`config.mk`:
```
export PLATFORM = sky130hd
export DESIGN_NAME = lobm_ctrl
export DESIGN_NICKNAME = d
export VERILOG_FILES = /design/src/hdl/lobm_pkg.sv /design/src/hdl/lobm_ctrl.sv
export SDC_FILE = /design/constraint.sdc
export NUM_CORES = 1
export LEC_CHECK = 0
export BUFFER_PORTS_ARGS = -buffer_cell sky130_fd_sc_hd__buf_4
export CAP_MARGIN = 10
export CORE_AREA = 2 2 39 41
export CTS_CLUSTER_DIAMETER = 150
export DETAILED_ROUTE_END_ITERATION = 7
export DIE_AREA = 0 0 41 43
export MAX_ROUTING_LAYER = met4
export PLACE_DENSITY = 0.66
export SYNTH_ARGS = -nofsm -noshare
export SYNTH_HDL_FRONTEND = slang
export SYNTH_SLANG_ARGS = --single-unit
```
`constraint.sdc`:
```
create_clock -name clk -period 4 [get_ports clk]
set_input_delay 0.6 -clock clk [delete_from_list [all_inputs] [get_ports clk]]
set_output_delay 0.6 -clock clk [all_outputs]
set_load 0.1 [all_outputs]
```
`src/hdl/lobm_pkg.sv`:
```
// ---------------------------------------------------------------------------
// lobm_pkg
// shared constants, widths and control types of the order book matcher
// ---------------------------------------------------------------------------
`default_nettype none

package lobm_pkg;

  localparam int BOOK_DEPTH_DEF = 16;
  localparam int MAX_FILLS      = 16;
  localparam int REF_W          = 16;
  localparam int QTY_W          = 32;
  localparam int PX_W           = 24;
  localparam int FILL_W         = $clog2(MAX_FILLS + 1);
  localparam int ADDR_W         = 3;
  localparam int DATA_W         = 32;

  // register index of last_px_init
  localparam logic REG_LAST_PX = 1'b0;

  typedef enum logic [2:0] {
    EM_NONE,
    EM_REJ,
    EM_PEND,
    EM_PEND_LAST,
    EM_FIRST
  } emit_sel_t;

  // controller to datapath
  typedef struct packed {
    logic      load;
    logic      walk_pass;
    logic      walk_fill;
    logic      walk_end;
    logic      ins_start;
    logic      ins_shift;
    logic      ins_write;
    logic      rd_ins;
    emit_sel_t emit;
  } cmd_t;

  // datapath to controller
  typedef struct packed {
    logic own_full;
    logic walk_done;
    logic fill_hit;
    logic pend_valid;
    logic qty_zero;
    logic ins_done;
    logic out_free;
  } stat_t;

endpackage

`default_nettype wire

```
`src/hdl/lobm_ctrl.sv`:
```
// ---------------------------------------------------------------------------
// lobm_ctrl
// sequencer: reject check, book walk with fills, report emission, insertion
// ---------------------------------------------------------------------------
`default_nettype none

module lobm_ctrl (
  input  wire            clk,
  input  wire            rst,
  input  wire            order_valid,
  output logic           order_stall,
  input  lobm_pkg::stat_t stat,
  output lobm_pkg::cmd_t  cmd
);
  import lobm_pkg::*;

  typedef enum logic [3:0] {
    ST_IDLE,
    ST_CHECK,
    ST_REJ,
    ST_WALK,
    ST_EPEND,
    ST_EFIRST,
    ST_FIN,
    ST_INS,
    ST_SHIFT
  } state_t;

  state_t state, state_next;

  // only idle takes a new order
  assign order_stall = (state != ST_IDLE);

  // next state and commands
  always_comb begin
    cmd        = '0;
    state_next = state;
    case (state)
      ST_IDLE: begin
        if (order_valid) begin
          cmd.load   = 1'b1;
          state_next = ST_CHECK;
        end
      end
      ST_CHECK: begin
        state_next = stat.own_full ? ST_REJ : ST_WALK;
      end
      ST_REJ: begin
        if (stat.out_free) begin
          cmd.emit   = EM_REJ;
          state_next = ST_IDLE;
        end
      end
      ST_WALK: begin
        if (stat.walk_done) begin
          cmd.walk_end = 1'b1;
          state_next   = stat.pend_valid ? ST_FIN : ST_INS;
        end else if (stat.fill_hit) begin
          cmd.walk_fill = 1'b1;
          state_next    = stat.pend_valid ? ST_EPEND : ST_EFIRST;
        end else begin
          cmd.walk_pass = 1'b1;
        end
      end
      ST_EPEND: begin
        if (stat.out_free) begin
          cmd.emit   = EM_PEND;
          state_next = ST_EFIRST;
        end
      end
      ST_EFIRST: begin
        if (stat.out_free) begin
          cmd.emit   = EM_FIRST;
          state_next = ST_WALK;
        end
      end
      ST_FIN: begin
        if (stat.out_free) begin
          cmd.emit   = EM_PEND_LAST;
          state_next = ST_INS;
        end
      end
      ST_INS: begin
        if (stat.qty_zero) begin
          state_next = ST_IDLE;
        end else begin
          cmd.ins_start = 1'b1;
          state_next    = ST_SHIFT;
        end
      end
      ST_SHIFT: begin
        cmd.rd_ins = 1'b1;
        if (stat.ins_done) begin
          cmd.ins_write = 1'b1;
          state_next    = ST_IDLE;
        end else begin
          cmd.ins_shift = 1'b1;
        end
      end
      default: begin
        state_next = ST_IDLE;
      end
    endcase
  end

  // state register
  always_ff @(posedge clk) begin
    if (rst) begin
      state <= ST_IDLE;
    end else begin
      state <= state_next;
    end
  end

endmodule

`default_nettype wire

```
==> metrics.yaml <==
antenna_found_initial: 0
cts_setup_buffers: 0
grt_pass1_wl_mm: 1.57
wl_microns: 954
vdd_drop_max_mv: 0.315
num_rows: 14
synth_edf_count: 0
start_util_pct: 28.8
fin_util_pct: 43.4
via_per_inst: 4.91
largest_reg_flops: 4
cts_tree: "yes"
numPortBuffers: 21
cp-end-kind: "primary output"
dr.first_iter.drc_count: 9
clock-sinks: 4
relSlewSlack_pct: 75.5
ctsHoldBuffers: 0
nets: 82
holdCritPathClass: "reg -> reg"
cts-buffers-inserted: 3
async_flop_share_pct: 0
htree_levels: 1
pre_cts_ws_ns: 1.87
clk_latency_ns: 0.24
ff2ff_setup_slack_ns: 2.36
worstPathArrival_ns: 1.79
synth_area_per_cell_sq_um: 8.12
syn-cell-area_sq_um: 398
grt_pass1_vias: 383
required_ns: 3.40
fmax_ghz: 0.419
synth_top_cell_area_share_pct: 20.1
layoutNonFillerInstCount: 86
final_cell_area_sq_um: 601
status: "finished, final reports clean"
first_pass_iters: 2
critical-path-slowest-cell: "dfxtp_1"
synth.area.top_cells: "dfxtp_1 20%, mux2i_1 10%, nand2b_1 9.4%, o311ai_4 6.6%, a21boi_0 3.8%"
grt-busiest-layer: "met2"
syn_nets: 59
rsz0062_at_grt: "no"
min_path_cells: 2
crit-reg2reg-launch: "state[0]"
area_growth_pct: 50.9
rr_worst_depth: 4
yosys.area.top_type: "dfxtp_1"
die_area_sq_um: 1760
setup_viol: 0
clock_skew_ns: 0.00898
vias: 422
cts_resized: 0
hold_viol_final: 0
p_leak_nw: 0.275
use_met2_pct: 18.4
antennaDiodeCount: 0
grt_max_degree: 13
setup_slack_ns: 1.61
fin_crit_ns: 2.39
die_x_microns: 41
grt_util_met1_pct: 17.3
largest-register: "state"
grt_overflow: 0
largestRegisters: "state: 4 flops"
yosys_warnings: 0
io_pins: 22
yosysMostFrequentCell: "nand2b_1"
gp_congestion: 0.885
ant_nets: 0
drc_errors: 0
max_stage_delay_ns: 0.50
fp.dieH_microns: 43
ys_types: 28
hold_end: "state[2]"
drive_gt1_share_pct: 44.3
synth-seq-cells: 4
cts-root-buf: "clkbuf_4"
dp_cells: 83
core-area_sq_um: 1380
synthesis.instances: 49
worstSetupStartpointType: "flop"
p_per_area_nw_per_um2: 617
place_hpwl_microns: 762
globalRouteTotalUtil_pct: 13.5
yosys-top-cells-count: "6 x nand2b_1, 4 x dfxtp_1, 4 x mux2i_1, 4 x nor2_1"
yosysSeqAreaShare_pct: 20.1
hp-start: "state[2]"
synth_flop_cell: "dfxtp_1"
crit_chain: "nand2_2 > or3_4 > nor3b_1 > buf_4"
drv_cap: 0
tns_ns: 0
path_class: "reg -> out"
wl_per_cell_microns: 11.1
crit_fanout: 9
fin_crit_sh_pct: 59.6
use_met3_pct: 6.28
slew_violations: 0
r2r_end: "state[1]"
tightest_slew_ns: 0.364
clk_path_buf_depth: 2
clkTransAtPathRegs_ns: 0.04
postPlaceCellArea_sq_um: 578
[metal layers]
metal | part of all wire, % | up-vias
met5 | 0 | -
met4 | 0 | 0
met3 | 6.2 | 0
met2 | 49 | 13
met1 | 45 | 190
li1 | - | 219
[worst max path at each step]
stage | startpoint | end | slack, ns | cells past startpoint
final | state[0] | cmd[8] | 1.61 | 4
after global routing | state[0] | cmd[8] | 1.49 | 4
after CTS | state[0] | cmd[8] | 1.60 | 4
after detailed placement | state[0] | cmd[8] | 1.87 | 4
after global placement | state[0] | cmd[8] | 1.91 | 4
after floorplan | state[1] | cmd[8] | 0.30 | 3
[critical path: cells and delay by family, from the launching register on]
family                 cells  cell delay [ns]
DFF                        1             0.50
buffers and inverters      1             0.32
and+or+nand+nor            3             0.72
[cells in the final DEF, fill, tap and decap left out, types with 2 or more instances in the layout]
master,n
nor3b_1,2
dfxtp_1,4
nand2b_1,6
nor3_1,2
clkbuf_4,3
nand2_1,2
buf_4,21
mux2i_1,4
nor4_2,2
or2b_1,2
inv_1,2
a21boi_0,2
nor2_1,4
[report_power, final]
part | internal, W | switching (W) | total, W
clock network | 0.0000335 | 0.0000163 | 0.0000499
logic | 0.0000774 | 0.000169 | 0.000247
registers | 0.0000504 | 0.0000238 | 0.0000742
[kinds of logic (layout without fill, tap and decap cells)]
group	Yosys count	count (layout)	synth area share, %
AO/OA/AOI/OAI	7	7	18.6
flip-flops	4	4	20.1
AND/OR/NAND/NOR	29	29	45.3
multiplexers	4	4	10.1
buffers and inverters	5	26	5.97
[metrics by stage]
stage	hold slack (ns)	total power, W
floorplan	0.596	0.000280
global placement	0.590	0.000321
detailed placement	0.610	0.000322
CTS	0.616	0.000375
global route	0.655	0.000394
finish	0.625	0.000371
[layout make-up]
class,count,area [sq um]
fillers,144,783
flip-flops and latches,4,80.1
repair buffers,21,158
multi-input cells,40,313
well taps,16,20.0
inverters,2,7.51
clock buffers,3,22.5
No activity file was read; power rests on OpenSTA's default activity.
